[src/rtl/hrsu_pkg.sv]
// Shared types and constants for the half-resolution reference store upsampler.
package hrsu_pkg;

  localparam int FULL_ROWS_DEF    = 64;
  localparam int FULL_COLUMNS_DEF = 64;
  localparam int PIX_W            = 16;
  localparam int COORD_W          = 6;
  // Widest bank address over the whole parameter range (128 x 128 reduced, 4 banks).
  localparam int BANK_AW_MAX      = 12;
  localparam int Q_DEPTH          = 2;

  typedef enum logic {
    OP_STORE = 1'b0,
    OP_READ  = 1'b1
  } op_t;

  // One classified transaction as it waits between the front and the back.
  typedef struct packed {
    op_t                                kind;
    logic signed [PIX_W-1:0]            value;
    logic                               wr_en;
    logic [1:0]                         wr_bank;
    logic [BANK_AW_MAX-1:0]             wr_addr;
    logic [3:0][BANK_AW_MAX-1:0]        rd_addr;
    logic                               par_r;
    logic                               par_c;
    logic                               fy;
    logic                               fx;
    logic                               has_r;
    logic                               has_c;
  } q_entry_t;

endpackage

[src/rtl/hrsu_queue.sv]
// Two-entry queue that decouples the front end from the store back end.
module hrsu_queue (
  input  logic                clk,
  input  logic                rst_n,
  input  logic                push_valid,
  output logic                push_ready,
  input  hrsu_pkg::q_entry_t  push_data,
  output logic                pop_valid,
  input  logic                pop,
  output hrsu_pkg::q_entry_t  pop_data
);
  import hrsu_pkg::*;

  q_entry_t   slots_r [Q_DEPTH];
  logic       wr_ptr_r;
  logic       wr_ptr_nxt;
  logic       rd_ptr_r;
  logic       rd_ptr_nxt;
  logic [1:0] count_r;
  logic [1:0] count_nxt;
  logic       push;

  assign push_ready = count_r != 2'(Q_DEPTH);
  assign pop_valid  = count_r != 2'd0;
  assign pop_data   = slots_r[rd_ptr_r];
  assign push       = push_valid && push_ready;

  always_comb begin
    wr_ptr_nxt = push ? ~wr_ptr_r : wr_ptr_r;
    rd_ptr_nxt = pop ? ~rd_ptr_r : rd_ptr_r;
    count_nxt  = count_r + 2'(push) - 2'(pop);
  end

  always_ff @(posedge clk) begin
    if (!rst_n) begin
      wr_ptr_r <= 1'b0;
      rd_ptr_r <= 1'b0;
      count_r  <= 2'd0;
    end else begin
      wr_ptr_r <= wr_ptr_nxt;
      rd_ptr_r <= rd_ptr_nxt;
      count_r  <= count_nxt;
    end
  end

  always_ff @(posedge clk) begin
    if (push) begin
      slots_r[wr_ptr_r] <= push_data;
    end
  end

`ifndef SYNTH
  a_count_bound: assert property (@(posedge clk) disable iff (!rst_n)
    count_r <= 2'(Q_DEPTH))
    else $error("queue occupancy above its depth");
  a_pop_nonempty: assert property (@(posedge clk) disable iff (!rst_n)
    pop |-> count_r != 2'd0)
    else $error("queue popped while empty");
  a_push_only: assert property (@(posedge clk) disable iff (!rst_n)
    push && !pop |=> count_r == $past(count_r) + 2'd1)
    else $error("queue occupancy did not follow a lone push");
`endif

endmodule

[config.mk]
export PLATFORM = sky130hd
export DESIGN_NAME = hrsu_queue
export DESIGN_NICKNAME = d
export VERILOG_FILES = /design/src/rtl/hrsu_pkg.sv /design/src/rtl/hrsu_queue.sv
export SDC_FILE = /design/constraint.sdc
export NUM_CORES = 1
export LEC_CHECK = 0
export BUFFER_PORTS_ARGS = -buffer_cell sky130_fd_sc_hd__clkbuf_2
export CAP_MARGIN = 10
export CORE_MARGIN = 2
export CORE_UTILIZATION = 42
export CTS_CLUSTER_SIZE = 8
export DETAILED_ROUTE_END_ITERATION = 8
export GPL_ROUTABILITY_DRIVEN = 1
export PLACE_DENSITY = 0.74
export SKIP_LAST_GASP = 1
export SYNTH_ARGS = -nofsm -noshare
export SYNTH_HDL_FRONTEND = slang
export SYNTH_SLANG_ARGS = --single-unit
export TNS_END_PERCENT = 1
[constraint.sdc]
create_clock -name clk -period 3.7 [get_ports clk]
set_input_delay 0.37 -clock clk [delete_from_list [all_inputs] [get_ports clk]]
set_output_delay 0.37 -clock clk [all_outputs]
set_load 0.02 [all_outputs]
==> results.cfg <==
[pwr]
finalPower_w = 0.00500
p_comb_frac = 0.143
p_leak_nw = 3.25
clkPwrFrac = 0.364
p_switching_w = 0.00118
power.density_nw_per_um2 = 597
power_frac_seq = 0.493
internal_power_w = 0.00382
irDropWorstVdd_v = 0.000318
swShare = 0.236

[critical_path]
reg2reg_to = slots_r[0][2]
path_class = register to primary output
path_max_fanout = 47
cp-end-kind = primary output
crit_end = pop_data[17]
reg2reg_slack_ns = 1.53
start_kind = register
crit_required_ns = 3.33
ff2ff_path_depth = 4
cp_data_arrival_time_ns = 2.17
reg2reg_from = count_r[1]

[timing]
rsz0062_at_grt = no
max_freq_ghz = 0.394
maxSlewHeadroom = 0.421
skew_ns = 0.00913
tns_ns = 0
worst_pin_slew_ns = 0.868
finalSetupViolCount = 0
maxSlewViolCount = 0
fin_crit_sh = 0.686
period_minus_slack_ns = 2.54
hold_viol = 0

[final_layout]
layout.nets = 577
antenna_cells = 0
fin_cells = 715
final_util = 0.533
area_growth_syn_to_layout_pct = 25.5
drive_above_1_share = 0.603

[clock_tree]
postCtsHoldBufs = 0
cts_buffers = 17
clkSlewWorstSetupHoldPaths_ns = 0.07
cts_max_level = 4
post_cts_buffers = 0
cts_resized = 0
clock-sinks = 177
cts_tree = done
insertion_delay_ns = 0.42
root_buffer = clkbuf_16
clk_path_buf_depth = 2

[drt]
wl_per_cell_um = 16.6
ant_nets = 0
drt_iter0_markers = 178
routed_via_density = 4.66
vias = 3335
firstDrtPassIters = 4
drc = 0
wirelength_um = 11800

[die]
num_rows = 46
die_y_um = 130
die_w_um = 130
ios = 178
dieArea_um2 = 16900
coreArea_um2 = 15700
start_util = 0.425

[placement]
dpl.hpwl_um = 7760
port_buffers = 177
placedCellCount = 683
globalplace.congestion = 0.724

[global_routing]
grt_usage = 0.143
grt_max_degree = 62
antenna_found_initial = 0
grt.overflow.total = 0
grt_pass1_vias = 3462
grt_pass1_wl_um = 17700

[synthesis]
netlist_area_um2 = 6680
ys_ff_latch = 177
async_reset_ff_frac = 0
yosysSeqAreaShare = 0.789
ys.flop_type = edfxtp_1
synth.yosys.warnings = 0
ys_types = 26
yosysMostFrequentCell = edfxtp_1
netlist_instances = 296
synth_area_leaders = edfxtp_1, mux2_4, mux2_2, dfxtp_1, buf_12
netlist_top_cells_count = edfxtp_1, mux2_2, mux2_4
syn-num-nets = 387
synth_enable_flop_cells = 172
synth_top_area_share = 0.774
yosysTopAreaCell = edfxtp_1
avgSynthCellArea_um2 = 22.6

[job]
cap_violations = 0

[run_status]
status = finished clean

[hold_path]
min_path_type = primary input to register
metal layers:
layer  vias up  GRT usage  part of all wire
met5         -          0                 0
met4         0     0.0531             0.013
met3        15     0.0590             0.077
met2       126      0.235              0.49
met1      1638      0.170              0.42
li1       1556          -                 -
registers in the layout (all words and copies together), names as in the netlist, named ones only:
| name | cells |
|---|---|
| wr_ptr_r | 1 |
| slots_r | 172 |
| count_r | 2 |
| rd_ptr_r | 1 |
power groups by stage:
stage | clock (W) | sequential (W) | combinational, W
3_3_place_gp | 0 | 0.00250 | 0.000711
3_5_place_dp | 0 | 0.00251 | 0.000727
5_1_grt | 0.00195 | 0.00248 | 0.000771
4_1_cts | 0.00187 | 0.00247 | 0.000730
2_1_floorplan | 0 | 0.00248 | 0.000511
6_report | 0.00182 | 0.00246 | 0.000716
how the worst min path moves through the flow:
| stage | startpoint | end | slack, ns | cells past startpoint |
|---|---|---|---|---|
| final | push_data[19] | slots_r[1][19] | 0.14 | 1 |
| after CTS | push_data[23] | slots_r[1][23] | 0.11 | 1 |
| after detailed placement | push_data[23] | slots_r[0][23] | 0.56 | 1 |
| after floorplan | push_data[0] | slots_r[0][0] | 0.47 | 0 |
| after global routing | push_data[23] | slots_r[1][23] | 0.11 | 1 |
| after global placement | push_data[42] | slots_r[0][42] | 0.56 | 1 |
critical path: stages (launching register included):
cell and delay (ns):
dfxtp_4 0.77, buf_12 0.35, mux2_2 0.40, clkbuf_2 0.16
cells by family (layout without fill, tap and decap cells):
logic type | after synthesis | in the layout | synth area share
AO/OA/AOI/OAI | 5 | 5 | 0.00675
XOR/XNOR | 2 | 2 | 0.00262
adder cells (fa/ha/maj) | 1 | 1 | 0.00187
buffers and inverters | 12 | 215 | 0.0201
flip-flops | 177 | 177 | 0.789
multiplexers | 87 | 87 | 0.169
AND/OR/NAND/NOR | 12 | 12 | 0.0111
per-stage QoR:
step                setup slack, ns  hold slack (ns)  area, µm²
global route                   1.07            0.110       8380
finish                         1.16            0.136       8380
floorplan                     0.485            0.469       6680
CTS                            1.13            0.113       8380
detailed placement             1.46            0.563       7770
global placement               1.58            0.559       7770
area by class of cell:
class	count	area, µm²
Fill cell	1269	7330
Sequential cell	177	5270
Multi-Input combinational cell	107	1280
Timing Repair Buffer	181	941
Clock buffer	24	482
Tap cell	216	270
Clock inverter	8	126
Inverter	2	8.76
cell usage in the layout, fill, tap and decap left out, types with 2 or more instances in the layout:
master / instances
clkbuf_2: 177
edfxtp_1: 172
mux2_2: 46
mux2_4: 40
clkbuf_16: 17
clkbuf_1: 4
dfxtp_1: 4
and2_1: 3
clkbuf_8: 3
bufinv_16: 3
clkinvlp_4: 3
nand2_1: 2
nand3b_1: 2
clkinv_2: 2
buf_12: 2
buf_4: 2
No activity file was read; power rests on OpenSTA's default activity.
