===== config.mk =====
export PLATFORM = sky130hd
export DESIGN_NAME = hrsu_front
export DESIGN_NICKNAME = d
export VERILOG_FILES = /design/src/rtl/hrsu_pkg.sv /design/src/rtl/hrsu_front.sv
export SDC_FILE = /design/constraint.sdc
export NUM_CORES = 1
export LEC_CHECK = 0
export ABC_AREA = 1
export BUFFER_PORTS_ARGS = -buffer_cell sky130_fd_sc_hd__buf_4
export CORE_MARGIN = 4
export CORE_UTILIZATION = 43
export DETAILED_ROUTE_END_ITERATION = 10
export GPL_ROUTABILITY_DRIVEN = 1
export PLACE_DENSITY = 0.81
export SYNTH_ARGS = -nofsm -noshare
export SYNTH_HDL_FRONTEND = slang
export SYNTH_SLANG_ARGS = --single-unit

===== constraint.sdc =====
create_clock -name vclk -period 3.5
set_input_delay 0.7 -clock vclk [all_inputs]
set_output_delay 0.7 -clock vclk [all_outputs]
set_load 0.05 [all_outputs]

===== src/rtl/hrsu_pkg.sv =====
// Shared types and constants for the half-resolution reference store upsampler.
package hrsu_pkg;

  localparam int FULL_ROWS_DEF    = 64;
  localparam int FULL_COLUMNS_DEF = 64;
  localparam int PIX_W            = 16;
  localparam int COORD_W          = 6;
  // Widest bank address over the whole parameter range (128 x 128 reduced, 4 banks).
  localparam int BANK_AW_MAX      = 12;
  localparam int Q_DEPTH          = 2;

  typedef enum logic {
    OP_STORE = 1'b0,
    OP_READ  = 1'b1
  } op_t;

  // One classified transaction as it waits between the front and the back.
  typedef struct packed {
    op_t                                kind;
    logic signed [PIX_W-1:0]            value;
    logic                               wr_en;
    logic [1:0]                         wr_bank;
    logic [BANK_AW_MAX-1:0]             wr_addr;
    logic [3:0][BANK_AW_MAX-1:0]        rd_addr;
    logic                               par_r;
    logic                               par_c;
    logic                               fy;
    logic                               fx;
    logic                               has_r;
    logic                               has_c;
  } q_entry_t;

endpackage


===== src/rtl/hrsu_front.sv =====
// Front end: classifies each transaction and works out bank addresses and the block mean.
module hrsu_front #(
  parameter int FULL_ROWS    = 64,
  parameter int FULL_COLUMNS = 64
) (
  input  logic                                       in_kind,
  input  logic [hrsu_pkg::COORD_W-1:0]               in_row,
  input  logic [hrsu_pkg::COORD_W-1:0]               in_column,
  input  logic signed [hrsu_pkg::PIX_W-1:0]          in_top_left,
  input  logic signed [hrsu_pkg::PIX_W-1:0]          in_top_right,
  input  logic signed [hrsu_pkg::PIX_W-1:0]          in_bottom_left,
  input  logic signed [hrsu_pkg::PIX_W-1:0]          in_bottom_right,
  output hrsu_pkg::q_entry_t                         entry
);
  import hrsu_pkg::*;

  localparam int RED_ROWS  = FULL_ROWS / 2;
  localparam int RED_COLS  = FULL_COLUMNS / 2;
  localparam int BANK_COLS = (RED_COLS + 1) / 2;
  localparam int LAST_ROW  = 2 * RED_ROWS - 1;
  localparam int LAST_COL  = 2 * RED_COLS - 1;

  logic [COORD_W-1:0]       row_c;
  logic [COORD_W-1:0]       col_c;
  logic [COORD_W-2:0]       sr;
  logic [COORD_W-2:0]       sc;
  logic                     has_r;
  logic                     has_c;
  logic signed [PIX_W+1:0]  blk_sum;
  logic                     wr_in_range;
  logic [3:0][BANK_AW_MAX-1:0] rd_addr;

  // Coordinates beyond the last covered pixel saturate to it.
  assign row_c = (int'(in_row) > LAST_ROW) ? COORD_W'(LAST_ROW) : in_row;
  assign col_c = (int'(in_column) > LAST_COL) ? COORD_W'(LAST_COL) : in_column;
  assign sr    = row_c[COORD_W-1:1];
  assign sc    = col_c[COORD_W-1:1];
  assign has_r = (int'(sr) + 1) < RED_ROWS;
  assign has_c = (int'(sc) + 1) < RED_COLS;

  assign blk_sum = {{2{in_top_left[PIX_W-1]}}, in_top_left}
                 + {{2{in_top_right[PIX_W-1]}}, in_top_right}
                 + {{2{in_bottom_left[PIX_W-1]}}, in_bottom_left}
                 + {{2{in_bottom_right[PIX_W-1]}}, in_bottom_right};

  assign wr_in_range = (int'(in_row) < RED_ROWS) && (int'(in_column) < RED_COLS);

  // Each of the four neighbours falls into a different bank, chosen by row and column parity.
  always_comb begin : rd_addr_calc
    logic [1:0]         bb;
    logic [COORD_W-1:0] y;
    logic [COORD_W-1:0] x;
    logic               ok;
    for (int b = 0; b < 4; b++) begin
      bb = 2'(b);
      y  = (bb[1] == sr[0]) ? {1'b0, sr} : {1'b0, sr} + COORD_W'(1);
      x  = (bb[0] == sc[0]) ? {1'b0, sc} : {1'b0, sc} + COORD_W'(1);
      ok = (bb[1] == sr[0] || has_r) && (bb[0] == sc[0] || has_c);
      rd_addr[b] = ok ? BANK_AW_MAX'(int'(y[COORD_W-1:1]) * BANK_COLS + int'(x[COORD_W-1:1]))
                      : '0;
    end
  end

  always_comb begin
    entry.kind    = op_t'(in_kind);
    entry.value   = blk_sum[PIX_W+1:2];
    entry.wr_en   = wr_in_range;
    entry.wr_bank = {in_row[0], in_column[0]};
    entry.wr_addr = BANK_AW_MAX'(int'(in_row[COORD_W-1:1]) * BANK_COLS
                                + int'(in_column[COORD_W-1:1]));
    entry.rd_addr = rd_addr;
    entry.par_r   = sr[0];
    entry.par_c   = sc[0];
    entry.fy      = row_c[0];
    entry.fx      = col_c[0];
    entry.has_r   = has_r;
    entry.has_c   = has_c;
  end

endmodule


==> impl_results.md <==
- Post-DP Area: 4380 um^2
- Initial DRC count: 77
- Final WL: 9350 um
- Die height: 90.4 um
- Final RePlAce weighted congestion: 0.891
- Area Growth Syn to Fin: 69.2%
- Die W: 90.4 um
- Post-layout util: 76.6%
- Final ANT Viol Nets: 0
- Layout cells sized above 1: 53.6%
- Post-route cell area: 4950 um^2
- Pre-CTS setup slack: -0.511 ns
- P_sw: 1.87 mW
- Synth Warn #: 0
- Initial core utilization: 45.3%
- Flop pwr share: 0%
- Crit-path max FO: 4
- Pin count of the biggest net entering global routing: 12
- Remaining DRCs: 0
- First-pass GRT wire length: 14600 um
- Final hold violation count: 0
- Least-Margin Pin Slew: 1.51 ns
- Sequential-to-total area share from yosys stat: 0%
- Number of global-route vias before repair: 3332
- Multi-input gate area: 2920 um^2
- Avg Cell Area, Syn: 6.57 um^2
- Slack of the critical path: -0.386 ns
- IO Port Bufs: 139
- Leakage power: 2.71 nW
- Hold slack: 1.40 ns
- # IOs: 163
- Clock group share of total power: 0%
- Initial DRT Pass Iterations: 4
- Fmax: 257 MHz
- Full die area: 8180 um^2
- Inst Count DP: 668
- Final period util: 111%
- Sw Ratio: 59.0%
- Via-to-Cell Ratio: 4.80
- Yosys cell types: 37
- Clock buf count: 0
- N_diodes: 0
- Power per cell area: 640 nW/um^2
- Initial antenna violation count: 0
- Element type at the critical path end: output port
- Hold Path End: entry[66]
- Via count: 3236
- Gr usage total: 20.3%
- Crit path launch type: primary input
- Internal power: 1.30 mW
- Status: finished with violations
- Slew Viols, Final: 1
- Mapped Area: 2920 um^2
- # nets final: 738
- MaxCap Viol Count: 0
- Grt ovf: 0
- Cell row count: 29
- Final setup violation count: 15
- Data required, critical path: 2.80 ns
- RSZ-0062 raised after global routing: true
- DP HPWL: 7310 um
- Finished Layout Cells: 674
- Reg area: 0 um^2
- Hold Crit Depth: 0
- Sequential cells: 0
- Drt wl/cell: 13.9 um
- Minimum clock period: 3.89 ns
- FILL cells: 460
- Hold Startpoint: in_column[0]
- Hold WC Path Type: primary input to output port
- Kind of critical path: primary input to output port
- Worst EP arrival: 3.19 ns
- Logic gate share of total power: 100.0%
- Core Box Area: 6460 um^2
- Post-Syn Instances: 445
- Relative slew slack: -1.31%
- Failing checks: slew limit, setup timing
- Peak supply drop: 0.466 mV
## repair_timing
action                                  4_1_cts  5_1_grt
hold buffers                                  0        0
endpoints found under the hold margin         0        0
endpoints found under the setup margin       15       15
pin swaps                                    26       43
buffers inserted                              3        5
resized for setup                            57       91
## per-layer routing
metal / vias to the layer above / wire [um] / track usage, %
met2: 113 / 5280 / 41.7
met5: - / 0 / 0
met1: 1525 / 3370 / 22.3
met3: 28 / 402 / 1.92
li1: 1570 / - / -
met4: 0 / 289 / 3.70
## through the flow
| stage | setup TNS (ns) | total power, mW |
|---|---|---|
| floorplan | -1.40 | 1.81 |
| global placement | -4.61 | 2.47 |
| detailed placement | -5.31 | 2.52 |
| CTS | -4.34 | 2.81 |
| global route | -4.89 | 3.35 |
| finish | -3.71 | 3.16 |
## power groups by stage
stage	logic (mW)	clock network (mW)	registers, mW
4_1_cts	2.81	0	0
3_5_place_dp	2.52	0	0
3_3_place_gp	2.47	0	0
2_1_floorplan	1.81	0	0
5_1_grt	3.35	0	0
6_report	3.16	0	0
## how the worst max path moves through the flow
| stage | start | to | slack, ns | cells past startpoint |
|---|---|---|---|---|
| detailed placement | in_bottom_left[1] | entry[80] | -0.51 | 15 |
| global route | in_top_left[11] | entry[82] | -0.47 | 13 |
| CTS | in_top_left[1] | entry[74] | -0.37 | 13 |
| floorplan | in_bottom_left[1] | entry[84] | -0.15 | 13 |
| finish | in_top_left[11] | entry[82] | -0.39 | 13 |
| global placement | in_bottom_left[1] | entry[84] | -0.46 | 15 |
## final cells by class
type,count,area share [%]
multi-input cells,302,59.0
inverters,125,9.89
repair buffers,170,29.2
well taps,77,1.95
## cell usage after synthesis, drive strengths merged (2+ instances only)
cell / instances / share of area [%]
nor2: 39 / 5.9
a21oi: 19 / 3.4
nor3: 6 / 1.0
nand3b: 2 / 0.51
inv: 125 / 16
or2: 2 / 0.43
o21ai: 14 / 3.6
clkbuf: 3 / 0.39
buf: 30 / 8.0
ha: 29 / 12
nand3: 19 / 4.2
xnor2: 4 / 1.2
nand4: 4 / 1.4
nand2: 99 / 13
a21o: 2 / 0.51
xor2: 12 / 4.2
fa: 33 / 23
## worst max-delay path, cell delays in order
cell,delay [ns]
buf_4,0.08
inv_1,0.04
fa_1,0.53
inv_1,0.06
fa_1,0.49
ha_4,0.33
nand2_1,0.09
buf_4,0.15
nor3_2,0.21
nand2_2,0.11
nand3_1,0.18
nand2_4,0.07
buf_8,0.15
## kinds of logic after synthesis
logic type               share of synthesized area (%)
AND/OR/NAND/NOR                                   26.7
buffers and inverters                             24.6
other                                            0.128
XOR/XNOR                                          5.44
AO/OA/AOI/OAI                                     7.83
multiplexers                                     0.342
adder cells (fa/ha/maj)                           35.0
## cell usage in the layout, fill, tap and decap left out, drive strengths merged
cell type  Yosys  routed
nand3         19      19
nand3b         2       2
a21o           2       2
nand2         99      99
nand4          4       4
nor3           6       6
a21boi         1       1
conb           1      16
inv          125     125
a21oi         19      19
buf           30     170
o21ai         14      14
fa            33      33
xor2          12      12
or2            2       2
mux2i          1       1
ha            29      29
xnor2          4       4
nor2          39      39
Power figures use the tool's default switching activity.
